--- src/rtl/core/hhfe_pkg.sv ---
// Shared types, constants and character helpers for the HTTP header field extractor.
// Used by every module of the block; depends on nothing else.

package hhfe_pkg;

   localparam int KW_BITS = 128;
   localparam int MAX_CAPTURE_DEFAULT = 15;
   localparam int QUEUE_DEPTH_DEFAULT = 4;

   localparam logic [KW_BITS-1:0] KW_SERVER = KW_BITS'("Server");
   localparam logic [KW_BITS-1:0] KW_TYPE = KW_BITS'("Content-Type");
   localparam logic [KW_BITS-1:0] KW_LENGTH = KW_BITS'("Content-Length");
   localparam int KW_SERVER_LEN = 6;
   localparam int KW_TYPE_LEN = 12;
   localparam int KW_LENGTH_LEN = 14;

   localparam logic [3:0] CODE_OFFSET = 4'd9;
   localparam logic [13:0] CODE_SAT = 14'd9999;
   localparam logic [13:0] CODE_OK = 14'd200;
   localparam logic [30:0] LEN_SAT = 31'h7FFF_FFFF;
   localparam logic [7:0] CHAR_NEWLINE = 8'h0A;
   localparam logic [7:0] CHAR_MINUS = 8'h2D;
   localparam logic [7:0] CHAR_PLUS = 8'h2B;

   localparam logic [1:0] KIND_SERVER = 2'd0;
   localparam logic [1:0] KIND_TYPE = 2'd1;
   localparam logic [1:0] KIND_SUMMARY = 2'd2;

   typedef enum logic [3:0] {
      PH_SEARCH = 4'b0001,
      PH_SKIP   = 4'b0010,
      PH_TAKE   = 4'b0100,
      PH_DONE   = 4'b1000
   } phase_type;

   typedef enum logic [3:0] {
      CP_WAIT   = 4'b0001,
      CP_LEAD   = 4'b0010,
      CP_DIGITS = 4'b0100,
      CP_DONE   = 4'b1000
   } code_phase_type;

   // One queue entry holds every result that a single request causes.
   typedef struct packed {
      logic               has_server;
      logic               has_type;
      logic               has_summary;
      logic [7:0]         value_char;
      logic signed [14:0] status_code;
      logic               success;
      logic [30:0]        content_length;
   } entry_type;

   function automatic logic is_letter(input logic [7:0] c);
      return (c >= 8'h41 && c <= 8'h5A) || (c >= 8'h61 && c <= 8'h7A);
   endfunction

   function automatic logic is_digit(input logic [7:0] c);
      return c >= 8'h30 && c <= 8'h39;
   endfunction

   function automatic logic is_space(input logic [7:0] c);
      return c == 8'h20 || (c >= 8'h09 && c <= 8'h0D);
   endfunction

   // The keywords have no border, so a mismatch restarts at zero or one.
   function automatic logic [3:0] match_next(input logic [KW_BITS-1:0] kw,
                                             input logic [3:0] len,
                                             input logic [3:0] m,
                                             input logic [7:0] c);
      logic [3:0] idx;
      logic [3:0] first_idx;
      logic [7:0] want;
      logic [7:0] first;
      logic [3:0] res;
      idx = len - m - 4'd1;
      first_idx = len - 4'd1;
      want = kw[{idx, 3'b000} +: 8];
      first = kw[{first_idx, 3'b000} +: 8];
      if (m < len && c == want) begin
         res = m + 4'd1;
      end else if (c == first) begin
         res = 4'd1;
      end else begin
         res = 4'd0;
      end
      return res;
   endfunction

endpackage

--- src/rtl/core/http_header_field_extractor.sv ---
// HTTP response header field extractor, top level. Accepts one request byte per cycle
// while the queue is not full. Results pass through the queue, the back end's entry register
// and the response register, and leave one per cycle while rsp_ready is high. A byte with
// several results holds the back end until all have left, while later bytes queue behind it.
// Synchronous active-high reset returns all parsers to their initial state and empties the queue.
// Depends on hhfe_pkg, hhfe_front, hhfe_queue and hhfe_back.

module http_header_field_extractor #(
   parameter int MAX_CAPTURE = hhfe_pkg::MAX_CAPTURE_DEFAULT,
   parameter int QUEUE_DEPTH = hhfe_pkg::QUEUE_DEPTH_DEFAULT
) (
   input  logic               clock,
   input  logic               reset,
   input  logic               req_valid,
   output logic               req_ready,
   input  logic [7:0]         req_text_byte,
   input  logic               req_end_of_text,
   output logic               rsp_valid,
   input  logic               rsp_ready,
   output logic [1:0]         rsp_kind,
   output logic [7:0]         rsp_value_char,
   output logic signed [14:0] rsp_status_code,
   output logic               rsp_success,
   output logic [30:0]        rsp_content_length,
   output logic               rsp_last_of_run
);

   logic                q_full;
   logic                q_push;
   logic                q_pop;
   logic                q_nonempty;
   hhfe_pkg::entry_type q_push_data;
   hhfe_pkg::entry_type q_head;

   hhfe_front #(
      .MAX_CAPTURE(MAX_CAPTURE)
   ) u_front (
      .clock(clock),
      .reset(reset),
      .req_valid(req_valid),
      .req_ready(req_ready),
      .req_text_byte(req_text_byte),
      .req_end_of_text(req_end_of_text),
      .q_full(q_full),
      .push(q_push),
      .push_data(q_push_data)
   );

   hhfe_queue #(
      .DEPTH(QUEUE_DEPTH)
   ) u_queue (
      .clock(clock),
      .reset(reset),
      .push(q_push),
      .push_data(q_push_data),
      .pop(q_pop),
      .full(q_full),
      .nonempty(q_nonempty),
      .head(q_head)
   );

   hhfe_back u_back (
      .clock(clock),
      .reset(reset),
      .q_nonempty(q_nonempty),
      .q_head(q_head),
      .q_pop(q_pop),
      .rsp_valid(rsp_valid),
      .rsp_ready(rsp_ready),
      .rsp_kind(rsp_kind),
      .rsp_value_char(rsp_value_char),
      .rsp_status_code(rsp_status_code),
      .rsp_success(rsp_success),
      .rsp_content_length(rsp_content_length),
      .rsp_last_of_run(rsp_last_of_run)
   );

   a_summary_last: assert property (@(posedge clock) disable iff (reset)
      rsp_valid && rsp_kind == hhfe_pkg::KIND_SUMMARY |-> rsp_last_of_run)
      else $error("summary result is not the last of its run");

   a_value_fields_clear: assert property (@(posedge clock) disable iff (reset)
      rsp_valid && rsp_kind != hhfe_pkg::KIND_SUMMARY
      |-> rsp_status_code == 15'sd0 && !rsp_success && rsp_content_length == 31'd0)
      else $error("value result carries summary fields");

   a_success_code: assert property (@(posedge clock) disable iff (reset)
      rsp_valid && rsp_success |-> rsp_status_code == 15'sd200)
      else $error("success flagged without status 200");

   a_no_push_when_full: assert property (@(posedge clock) disable iff (reset)
      q_full && !q_pop |=> !(q_push && $past(q_full)) || q_pop || !q_full)
      else $error("queue written while full");

endmodule

--- src/rtl/core/hhfe_capture.sv ---
// Keyword matcher and bounded value capture for one text header field.
// Depends on hhfe_pkg for the phase type and character helpers.

module hhfe_capture #(
   parameter logic [hhfe_pkg::KW_BITS-1:0] KEYWORD = hhfe_pkg::KW_SERVER,
   parameter int KW_LEN = hhfe_pkg::KW_SERVER_LEN,
   parameter int MAX_CAPTURE = hhfe_pkg::MAX_CAPTURE_DEFAULT
) (
   input  logic       clock,
   input  logic       reset,
   input  logic [7:0] byte_in,
   input  logic       step,
   input  logic       restart,
   output logic       emit
);

   localparam int CNT_W = $clog2(MAX_CAPTURE + 1);

   hhfe_pkg::phase_type phase_ff, phase_in;
   logic [3:0]          match_ff, match_in;
   logic [CNT_W-1:0]    count_ff, count_in;
   logic [3:0]          match_new;

   always_comb begin
      phase_in = phase_ff;
      match_in = match_ff;
      count_in = count_ff;
      emit = 1'b0;
      match_new = hhfe_pkg::match_next(KEYWORD, 4'(KW_LEN), match_ff, byte_in);
      unique case (phase_ff)
         hhfe_pkg::PH_SEARCH: begin
            match_in = match_new;
            if (match_new == 4'(KW_LEN)) begin
               phase_in = hhfe_pkg::PH_SKIP;
            end
         end
         hhfe_pkg::PH_SKIP, hhfe_pkg::PH_TAKE: begin
            if (phase_ff == hhfe_pkg::PH_TAKE || hhfe_pkg::is_letter(byte_in)) begin
               if (byte_in == hhfe_pkg::CHAR_NEWLINE
                   || count_ff >= CNT_W'(MAX_CAPTURE)) begin
                  phase_in = hhfe_pkg::PH_DONE;
               end else begin
                  count_in = count_ff + CNT_W'(1);
                  emit = 1'b1;
                  if (count_ff == CNT_W'(MAX_CAPTURE - 1)) begin
                     phase_in = hhfe_pkg::PH_DONE;
                  end else begin
                     phase_in = hhfe_pkg::PH_TAKE;
                  end
               end
            end
         end
         hhfe_pkg::PH_DONE: begin
         end
         default: begin
            phase_in = hhfe_pkg::PH_SEARCH;
         end
      endcase
   end

   always_ff @(posedge clock) begin
      if (reset) begin
         phase_ff <= hhfe_pkg::PH_SEARCH;
         match_ff <= 4'd0;
         count_ff <= '0;
      end else if (step) begin
         if (restart) begin
            phase_ff <= hhfe_pkg::PH_SEARCH;
            match_ff <= 4'd0;
            count_ff <= '0;
         end else begin
            phase_ff <= phase_in;
            match_ff <= match_in;
            count_ff <= count_in;
         end
      end
   end

endmodule

--- src/rtl/core/hhfe_front.sv ---
// Front end: accepts request bytes, parses status code and Content-Length,
// runs the two text captures and pushes one entry per request with results.
// Depends on hhfe_pkg and hhfe_capture.

module hhfe_front #(
   parameter int MAX_CAPTURE = hhfe_pkg::MAX_CAPTURE_DEFAULT
) (
   input  logic                clock,
   input  logic                reset,
   input  logic                req_valid,
   output logic                req_ready,
   input  logic [7:0]          req_text_byte,
   input  logic                req_end_of_text,
   input  logic                q_full,
   output logic                push,
   output hhfe_pkg::entry_type push_data
);

   logic accept;
   logic server_emit;
   logic type_emit;

   logic [3:0]               pos_ff, pos_in;
   hhfe_pkg::code_phase_type code_ph_ff, code_ph_in;
   logic [13:0]              code_val_ff, code_val_in;
   logic                     code_neg_ff, code_neg_in;
   logic [17:0]              code_acc;

   hhfe_pkg::phase_type len_ph_ff, len_ph_in;
   logic [3:0]          len_match_ff, len_match_in;
   logic [30:0]         len_val_ff, len_val_in;
   logic [34:0]         len_acc;
   logic [3:0]          len_match_new;
   logic [3:0]          digit;
   logic [14:0]         code_mag;

   assign req_ready = !q_full;
   assign accept = req_valid && req_ready;
   assign digit = 4'(req_text_byte - 8'h30);

   hhfe_capture #(
      .KEYWORD(hhfe_pkg::KW_SERVER),
      .KW_LEN(hhfe_pkg::KW_SERVER_LEN),
      .MAX_CAPTURE(MAX_CAPTURE)
   ) u_server (
      .clock(clock),
      .reset(reset),
      .byte_in(req_text_byte),
      .step(accept),
      .restart(req_end_of_text),
      .emit(server_emit)
   );

   hhfe_capture #(
      .KEYWORD(hhfe_pkg::KW_TYPE),
      .KW_LEN(hhfe_pkg::KW_TYPE_LEN),
      .MAX_CAPTURE(MAX_CAPTURE)
   ) u_type (
      .clock(clock),
      .reset(reset),
      .byte_in(req_text_byte),
      .step(accept),
      .restart(req_end_of_text),
      .emit(type_emit)
   );

   always_comb begin
      pos_in = pos_ff;
      code_ph_in = code_ph_ff;
      code_val_in = code_val_ff;
      code_neg_in = code_neg_ff;
      code_acc = ({4'd0, code_val_ff} << 3) + ({4'd0, code_val_ff} << 1) + 18'(digit);
      if (code_ph_in == hhfe_pkg::CP_WAIT) begin
         if (pos_ff < hhfe_pkg::CODE_OFFSET) begin
            pos_in = pos_ff + 4'd1;
         end else begin
            code_ph_in = hhfe_pkg::CP_LEAD;
         end
      end
      if (code_ph_in == hhfe_pkg::CP_LEAD && !hhfe_pkg::is_space(req_text_byte)) begin
         if (req_text_byte == hhfe_pkg::CHAR_MINUS || req_text_byte == hhfe_pkg::CHAR_PLUS) begin
            code_ph_in = hhfe_pkg::CP_DIGITS;
            code_neg_in = (req_text_byte == hhfe_pkg::CHAR_MINUS);
         end else begin
            code_ph_in = hhfe_pkg::CP_DIGITS;
            if (hhfe_pkg::is_digit(req_text_byte)) begin
               code_val_in = (code_acc > 18'(hhfe_pkg::CODE_SAT))
                             ? hhfe_pkg::CODE_SAT : code_acc[13:0];
            end else begin
               code_ph_in = hhfe_pkg::CP_DONE;
            end
         end
      end else if (code_ph_in == hhfe_pkg::CP_DIGITS && code_ph_ff == hhfe_pkg::CP_DIGITS) begin
         if (hhfe_pkg::is_digit(req_text_byte)) begin
            code_val_in = (code_acc > 18'(hhfe_pkg::CODE_SAT))
                          ? hhfe_pkg::CODE_SAT : code_acc[13:0];
         end else begin
            code_ph_in = hhfe_pkg::CP_DONE;
         end
      end
   end

   always_comb begin
      len_ph_in = len_ph_ff;
      len_match_in = len_match_ff;
      len_val_in = len_val_ff;
      len_match_new = hhfe_pkg::match_next(hhfe_pkg::KW_LENGTH, 4'(hhfe_pkg::KW_LENGTH_LEN),
                                           len_match_ff, req_text_byte);
      len_acc = ({4'd0, len_val_ff} << 3) + ({4'd0, len_val_ff} << 1) + 35'(digit);
      unique case (len_ph_ff)
         hhfe_pkg::PH_SEARCH: begin
            len_match_in = len_match_new;
            if (len_match_new == 4'(hhfe_pkg::KW_LENGTH_LEN)) begin
               len_ph_in = hhfe_pkg::PH_SKIP;
            end
         end
         hhfe_pkg::PH_SKIP, hhfe_pkg::PH_TAKE: begin
            if (hhfe_pkg::is_digit(req_text_byte)) begin
               len_ph_in = hhfe_pkg::PH_TAKE;
               len_val_in = (len_acc > 35'(hhfe_pkg::LEN_SAT))
                            ? hhfe_pkg::LEN_SAT : len_acc[30:0];
            end else if (len_ph_ff == hhfe_pkg::PH_TAKE) begin
               len_ph_in = hhfe_pkg::PH_DONE;
            end
         end
         hhfe_pkg::PH_DONE: begin
         end
         default: begin
            len_ph_in = hhfe_pkg::PH_SEARCH;
         end
      endcase
   end

   always_comb begin
      code_mag = {1'b0, code_val_in};
      push = accept && (server_emit || type_emit || req_end_of_text);
      push_data.has_server = server_emit;
      push_data.has_type = type_emit;
      push_data.has_summary = req_end_of_text;
      push_data.value_char = req_text_byte;
      push_data.status_code = code_neg_in ? $signed(15'd0 - code_mag) : $signed(code_mag);
      push_data.success = !code_neg_in && (code_val_in == hhfe_pkg::CODE_OK);
      push_data.content_length = len_val_in;
   end

   always_ff @(posedge clock) begin
      if (reset || (accept && req_end_of_text)) begin
         pos_ff <= 4'd0;
         code_ph_ff <= hhfe_pkg::CP_WAIT;
         code_val_ff <= 14'd0;
         code_neg_ff <= 1'b0;
         len_ph_ff <= hhfe_pkg::PH_SEARCH;
         len_match_ff <= 4'd0;
         len_val_ff <= 31'd0;
      end else if (accept) begin
         pos_ff <= pos_in;
         code_ph_ff <= code_ph_in;
         code_val_ff <= code_val_in;
         code_neg_ff <= code_neg_in;
         len_ph_ff <= len_ph_in;
         len_match_ff <= len_match_in;
         len_val_ff <= len_val_in;
      end
   end

endmodule

--- src/rtl/core/hhfe_queue.sv ---
// Short first-in first-out queue of result entries between front and back end.
// Depends on hhfe_pkg for the entry type.

module hhfe_queue #(
   parameter int DEPTH = hhfe_pkg::QUEUE_DEPTH_DEFAULT
) (
   input  logic                clock,
   input  logic                reset,
   input  logic                push,
   input  hhfe_pkg::entry_type push_data,
   input  logic                pop,
   output logic                full,
   output logic                nonempty,
   output hhfe_pkg::entry_type head
);

   localparam int PTR_W = (DEPTH > 1) ? $clog2(DEPTH) : 1;
   localparam int CNT_W = $clog2(DEPTH + 1);

   hhfe_pkg::entry_type slots_ff [DEPTH];
   logic [PTR_W-1:0]    wr_ptr_ff, wr_ptr_in;
   logic [PTR_W-1:0]    rd_ptr_ff, rd_ptr_in;
   logic [CNT_W-1:0]    count_ff, count_in;

   assign full = (count_ff == CNT_W'(DEPTH));
   assign nonempty = (count_ff != '0);
   assign head = slots_ff[rd_ptr_ff];

   always_comb begin
      wr_ptr_in = wr_ptr_ff;
      rd_ptr_in = rd_ptr_ff;
      count_in = count_ff;
      if (push) begin
         wr_ptr_in = (wr_ptr_ff == PTR_W'(DEPTH - 1)) ? '0 : wr_ptr_ff + PTR_W'(1);
      end
      if (pop) begin
         rd_ptr_in = (rd_ptr_ff == PTR_W'(DEPTH - 1)) ? '0 : rd_ptr_ff + PTR_W'(1);
      end
      if (push && !pop) begin
         count_in = count_ff + CNT_W'(1);
      end else if (pop && !push) begin
         count_in = count_ff - CNT_W'(1);
      end
   end

   always_ff @(posedge clock) begin
      if (reset) begin
         wr_ptr_ff <= '0;
         rd_ptr_ff <= '0;
         count_ff <= '0;
      end else begin
         wr_ptr_ff <= wr_ptr_in;
         rd_ptr_ff <= rd_ptr_in;
         count_ff <= count_in;
      end
   end

   always_ff @(posedge clock) begin
      if (push) begin
         slots_ff[wr_ptr_ff] <= push_data;
      end
   end

endmodule

--- src/rtl/core/hhfe_back.sv ---
// Back end: unpacks each queued entry into its results in order and drives
// the registered response channel. Depends on hhfe_pkg.

module hhfe_back (
   input  logic                clock,
   input  logic                reset,
   input  logic                q_nonempty,
   input  hhfe_pkg::entry_type q_head,
   output logic                q_pop,
   output logic                rsp_valid,
   input  logic                rsp_ready,
   output logic [1:0]          rsp_kind,
   output logic [7:0]          rsp_value_char,
   output logic signed [14:0]  rsp_status_code,
   output logic                rsp_success,
   output logic [30:0]         rsp_content_length,
   output logic                rsp_last_of_run
);

   hhfe_pkg::entry_type cur_ff;
   logic [2:0]          mask_ff, mask_in;
   logic [2:0]          pick;
   logic [2:0]          rest;
   logic                advance;

   logic               valid_ff, valid_in;
   logic [1:0]         kind_ff, kind_in;
   logic [7:0]         char_ff, char_in;
   logic signed [14:0] code_ff, code_in;
   logic               ok_ff, ok_in;
   logic [30:0]        len_ff, len_in;
   logic               last_ff, last_in;

   assign advance = (!valid_ff || rsp_ready) && (mask_ff != 3'b000);

   always_comb begin
      kind_in = kind_ff;
      char_in = char_ff;
      code_in = code_ff;
      ok_in = ok_ff;
      len_in = len_ff;
      priority if (mask_ff[0]) begin
         pick = 3'b001;
         kind_in = hhfe_pkg::KIND_SERVER;
      end else if (mask_ff[1]) begin
         pick = 3'b010;
         kind_in = hhfe_pkg::KIND_TYPE;
      end else begin
         pick = 3'b100;
         kind_in = hhfe_pkg::KIND_SUMMARY;
      end
      rest = mask_ff & ~pick;
      if (kind_in == hhfe_pkg::KIND_SUMMARY) begin
         char_in = 8'd0;
         code_in = cur_ff.status_code;
         ok_in = cur_ff.success;
         len_in = cur_ff.content_length;
      end else begin
         char_in = cur_ff.value_char;
         code_in = 15'sd0;
         ok_in = 1'b0;
         len_in = 31'd0;
      end
      last_in = (rest == 3'b000);

      if (advance) begin
         valid_in = 1'b1;
      end else if (rsp_ready) begin
         valid_in = 1'b0;
      end else begin
         valid_in = valid_ff;
      end

      q_pop = q_nonempty && ((mask_ff == 3'b000) || (advance && rest == 3'b000));
      if (q_pop) begin
         mask_in = {q_head.has_summary, q_head.has_type, q_head.has_server};
      end else if (advance) begin
         mask_in = rest;
      end else begin
         mask_in = mask_ff;
      end
   end

   always_ff @(posedge clock) begin
      if (reset) begin
         mask_ff <= 3'b000;
         valid_ff <= 1'b0;
      end else begin
         mask_ff <= mask_in;
         valid_ff <= valid_in;
      end
   end

   always_ff @(posedge clock) begin
      if (q_pop) begin
         cur_ff <= q_head;
      end
      if (advance) begin
         kind_ff <= kind_in;
         char_ff <= char_in;
         code_ff <= code_in;
         ok_ff <= ok_in;
         len_ff <= len_in;
         last_ff <= last_in;
      end
   end

   assign rsp_valid = valid_ff;
   assign rsp_kind = kind_ff;
   assign rsp_value_char = char_ff;
   assign rsp_status_code = code_ff;
   assign rsp_success = ok_ff;
   assign rsp_content_length = len_ff;
   assign rsp_last_of_run = last_ff;

endmodule

--- config.mk ---
export PLATFORM = sky130hd
export DESIGN_NAME = http_header_field_extractor
export DESIGN_NICKNAME = d
export VERILOG_FILES = /design/src/rtl/core/hhfe_pkg.sv /design/src/rtl/core/http_header_field_extractor.sv /design/src/rtl/core/hhfe_capture.sv /design/src/rtl/core/hhfe_front.sv /design/src/rtl/core/hhfe_queue.sv /design/src/rtl/core/hhfe_back.sv
export SDC_FILE = /design/constraint.sdc
export NUM_CORES = 1
export LEC_CHECK = 0
export ABC_AREA = 0
export BUFFER_PORTS_ARGS = -buffer_cell sky130_fd_sc_hd__buf_2
export CAP_MARGIN = 10
export CORE_ASPECT_RATIO = 1.4
export CORE_UTILIZATION = 38
export DETAILED_ROUTE_END_ITERATION = 10
export SLEW_MARGIN = 20
export SYNTH_ARGS = -nofsm -noshare
export SYNTH_HDL_FRONTEND = slang
export SYNTH_SLANG_ARGS = --single-unit
--- constraint.sdc ---
create_clock -name clock -period 8.85 [get_ports clock]
set_input_delay 1.77 -clock clock [delete_from_list [all_inputs] [get_ports clock]]
set_output_delay 1.77 -clock clock [all_outputs]
set_load 0.02 [all_outputs]
==> results.json <==
{
  "antennaDiodeCount": 0,
  "r2r_end": "u_queue.slots_ff[1][42]$_DFFE_PP_",
  "drive_gt1_share_pct": 13.9,
  "synth_seq_area_share_pct": 57.0,
  "synth.area.mux_share_pct": 7.38,
  "finalSetupViolations": 0,
  "reg2reg_slack_ns": 3.49,
  "avgSynthCellArea_sq_um": 12.4,
  "synth-edff-count": 345,
  "ys_seq_elements": 444,
  "grt_pass1_wl_mm": 76.4,
  "start_util_pct": 38.5,
  "clockBufferDepth": 3,
  "layout.cells.non_filler": 2574,
  "path_common_cell": "inv_1",
  "clock.fmax_mhz": 154,
  "switchingPower_uw": 1750,
  "io_buffers": 72,
  "cts_setup_buffers": 0,
  "syn_area_sq_um": 21700,
  "min_path_type": "reg2reg",
  "end_kind": "flop",
  "cp.required_ns": 9.18,
  "dp_cells": 2494,
  "crit_path_top_delay_cell": "fa_1",
  "antenna_found_initial": 4,
  "critPathMaxStageDelay_ns": 0.62,
  "syn2layout_area_growth_pct": 12.5,
  "final-hold-violation-count": 0,
  "num_rows": 103,
  "ir_drop_v": 0.000158,
  "crit_chain": "buf_2 > inv_1 > fa_1 > inv_1 > ha_1 > a211oi_1 > o21ai_0 > nand2_1 > o21ai_0 > nor4b_1 > and2_1 > nand3_1 > o22ai_1 > ha_1 > inv_1 > a211oi_1 > nor2b_1 > a41oi_1 > xnor2_1",
  "ys.flop_type": "edfxtp_1",
  "gp_congestion": 0.847,
  "place_hpwl_mm": 31.9,
  "hold_buffers": 0,
  "synth_xor_area_share_pct": 3.32,
  "track_usage_pct": 16.8,
  "post_dp_cell_area_sq_um": 22800,
  "crit_path_end": "u_queue.slots_ff[1][42]$_DFFE_PP_",
  "synth_top_family_by_area": "simple AND/OR/NAND/NOR gates",
  "drv_slew": 0,
  "synth_fa_ha_area_share_pct": 7.63,
  "final_common_cell": "edfxtp_1",
  "synthTopCellsByArea": "edfxtp_1, dfxtp_1, ha_1",
  "route.detailed.drc": 0,
  "first_global_vias": 14200,
  "design_area_sq_um": 24400,
  "cp-start-kind": "input pin",
  "synthCells": 1749,
  "path_clk_slew_ns": 0.06,
  "status": "finished clean",
  "fillers": 5111,
  "cts.sinks": 444,
  "power_leakage_uw": 0.00906,
  "tightest_slew_ns": 0.994,
  "p_int_uw": 4430,
  "totalWireLength_mm": 48.2,
  "netlist.area_leader.share_pct": 47.8,
  "power_uw": 6170,
  "rsz0062_at_grt": "false",
  "drt-pass1-iter-count": 5,
  "ys_warn_count": 0,
  "ioPinCount": 73,
  "first_iter_violations": 848,
  "relSlewSlack_pct": 33.3,
  "grt_overflow": 0,
  "yosys.area_share.simple_pct": 11.4,
  "fin_crit_ns": 6.51,
  "ys_async_sr_fraction_pct": 0,
  "layout_common_cells": "edfxtp_1, nor2_1, a21oi_1",
  "ant_nets": 0,
  "grt_max_degree": 61,
  "core_area_sq_um": 56300,
  "power.sequential.fraction_pct": 46.8,
  "critPathMaxFanout": 12,
  "htree_levels": 2,
  "die_x_um": 204,
  "swShare_pct": 28.3,
  "whs_ns": 0.474,
  "fin_crit_sh_pct": 73.6,
  "synth_compound_area_share_pct": 10.8,
  "syn_nets": 1891,
  "ff2ff_path_depth": 18,
  "fin_nets": 1946,
  "ys_types": 84,
  "cts_root_buf": "clkbuf_16",
  "r2r-start": "u_front.code_val_ff[0]$_SDFFE_PP0P_",
  "p_per_area_nw_per_um2": 253,
  "cts_buffers": 43,
  "arrival_ns": 6.84,
  "cts_resized": 0,
  "path_class": "in2reg",
  "comb_power_share_pct": 21.0,
  "critical_path.startpoint": "req_text_byte[3]",
  "cts_tree": "done",
  "vias": 13900,
  "clk_latency_ns": 0.56,
  "p_clk_share_pct": 32.2,
  "wl_per_cell_um": 18.7,
  "setup_tns_ns": 0,
  "routed_via_density": 5.40,
  "finalClockSkew_ns": 0.0237,
  "maxCapViolations": 0,
  "die_area_sq_um": 58000,
  "hold_start": "u_front.pos_ff[3]$_SDFFE_PP0P_",
  "die_height_um": 284,
  "synth_top_cell_by_area": "edfxtp_1"
}
-- kinds of logic (layout without fill, tap and decap cells) --
group | after synthesis | count (layout)
AND/OR/NAND/NOR | 490 | 490
adder cells (fa/ha/maj) | 129 | 129
flip-flops | 444 | 444
AO/OA/AOI/OAI | 377 | 377
multiplexers | 86 | 86
XOR/XNOR | 82 | 82
buffers and inverters | 141 | 231
-- worst max-delay path, delay by kind of cell --
family                     cells  cell delay [ns]
AOI/OAI and AO/OA              6             1.55
xor gates and xnor gates       1             0.37
adders and majority gates      3             1.18
buffers and inverters          4             0.51
and+or+nand+nor                5             1.44
-- power by group through the flow --
stage	sequential [uW]	clock (uW)	combinational [uW]
2_1_floorplan	3070	0	749
3_3_place_gp	2940	0	1320
3_5_place_dp	2940	0	1340
4_1_cts	2900	2030	1340
5_1_grt	2930	2110	1420
6_report	2890	1990	1300
-- cell type report --
class | count | area, sq um | share of cell area, %
Clock inverter | 27 | 378 | 1.55
Sequential cell | 444 | 12300 | 50.7
Timing Repair Buffer | 89 | 488 | 2.00
Inverter | 62 | 233 | 0.955
Clock buffer | 53 | 1180 | 4.83
Multi-Input combinational cell | 1164 | 8820 | 36.2
Tap cell | 735 | 920 | 3.77
-- flip-flops by register name, indices dropped and copies added, names as in the netlist, 4 cells and up, named ones only --
name	flops
u_front.pos_ff	4
u_front.len_match_ff	4
u_front.len_ph_ff	4
u_back.cur_ff	55
u_back.rsp_value_char	8
u_front.u_type.phase_ff	4
u_back.rsp_status_code	15
u_queue.slots_ff	232
u_front.len_val_ff	31
u_front.u_type.count_ff	4
u_front.u_server.count_ff	4
u_front.u_server.phase_ff	4
u_back.rsp_content_length	31
u_front.code_ph_ff	4
u_front.u_type.match_ff	4
u_front.code_val_ff	14
u_front.u_server.match_ff	4
-- layer usage --
layer / vias to the layer above / part of all wire (%) / global-route usage [%]
met2: 260 / 53 / 31.3
met5: - / 0.098 / 0
met4: 8 / 2.8 / 5.60
met1: 6871 / 41 / 19.4
li1: 6695 / - / -
met3: 78 / 3.6 / 2.35
-- synthesized netlist by cell type (14+ instances only) --
cell / instances
a31oi_1: 39
inv_1: 62
nor3_1: 38
nand3_1: 25
a21o_1: 24
and2_1: 60
a211oi_1: 14
xnor2_1: 45
a21oi_1: 131
clkbuf_1: 69
nor2_1: 176
mux4_2: 59
edfxtp_1: 345
dfxtp_1: 99
ha_1: 124
nand4_1: 14
xor2_1: 37
mux2i_1: 27
o21ai_0: 86
nor4_1: 15
nand2_1: 77
nor2b_1: 20
-- stage by stage --
stage	utilization (%)	setup WS [ns]
2_1_floorplan	-	2.93
3_5_place_dp	40.5	1.85
6_report	43.3	2.34
3_3_place_gp	40.5	2.02
5_1_grt	43.3	1.77
4_1_cts	43.2	2.40
-- worst min-delay path by stage --
stage / endpoint / slack [ns] / cells after the start
floorplan: u_front.pos_ff[3]$_SDFFE_PP0P_ / 0.45 / 2
global placement: u_front.pos_ff[3]$_SDFFE_PP0P_ / 0.45 / 2
detailed placement: u_front.pos_ff[3]$_SDFFE_PP0P_ / 0.47 / 2
CTS: u_front.pos_ff[3]$_SDFFE_PP0P_ / 0.48 / 2
global route: u_front.pos_ff[3]$_SDFFE_PP0P_ / 0.50 / 2
finish: u_front.pos_ff[3]$_SDFFE_PP0P_ / 0.47 / 2
Note: power is estimated with default switching activity, not from simulation.
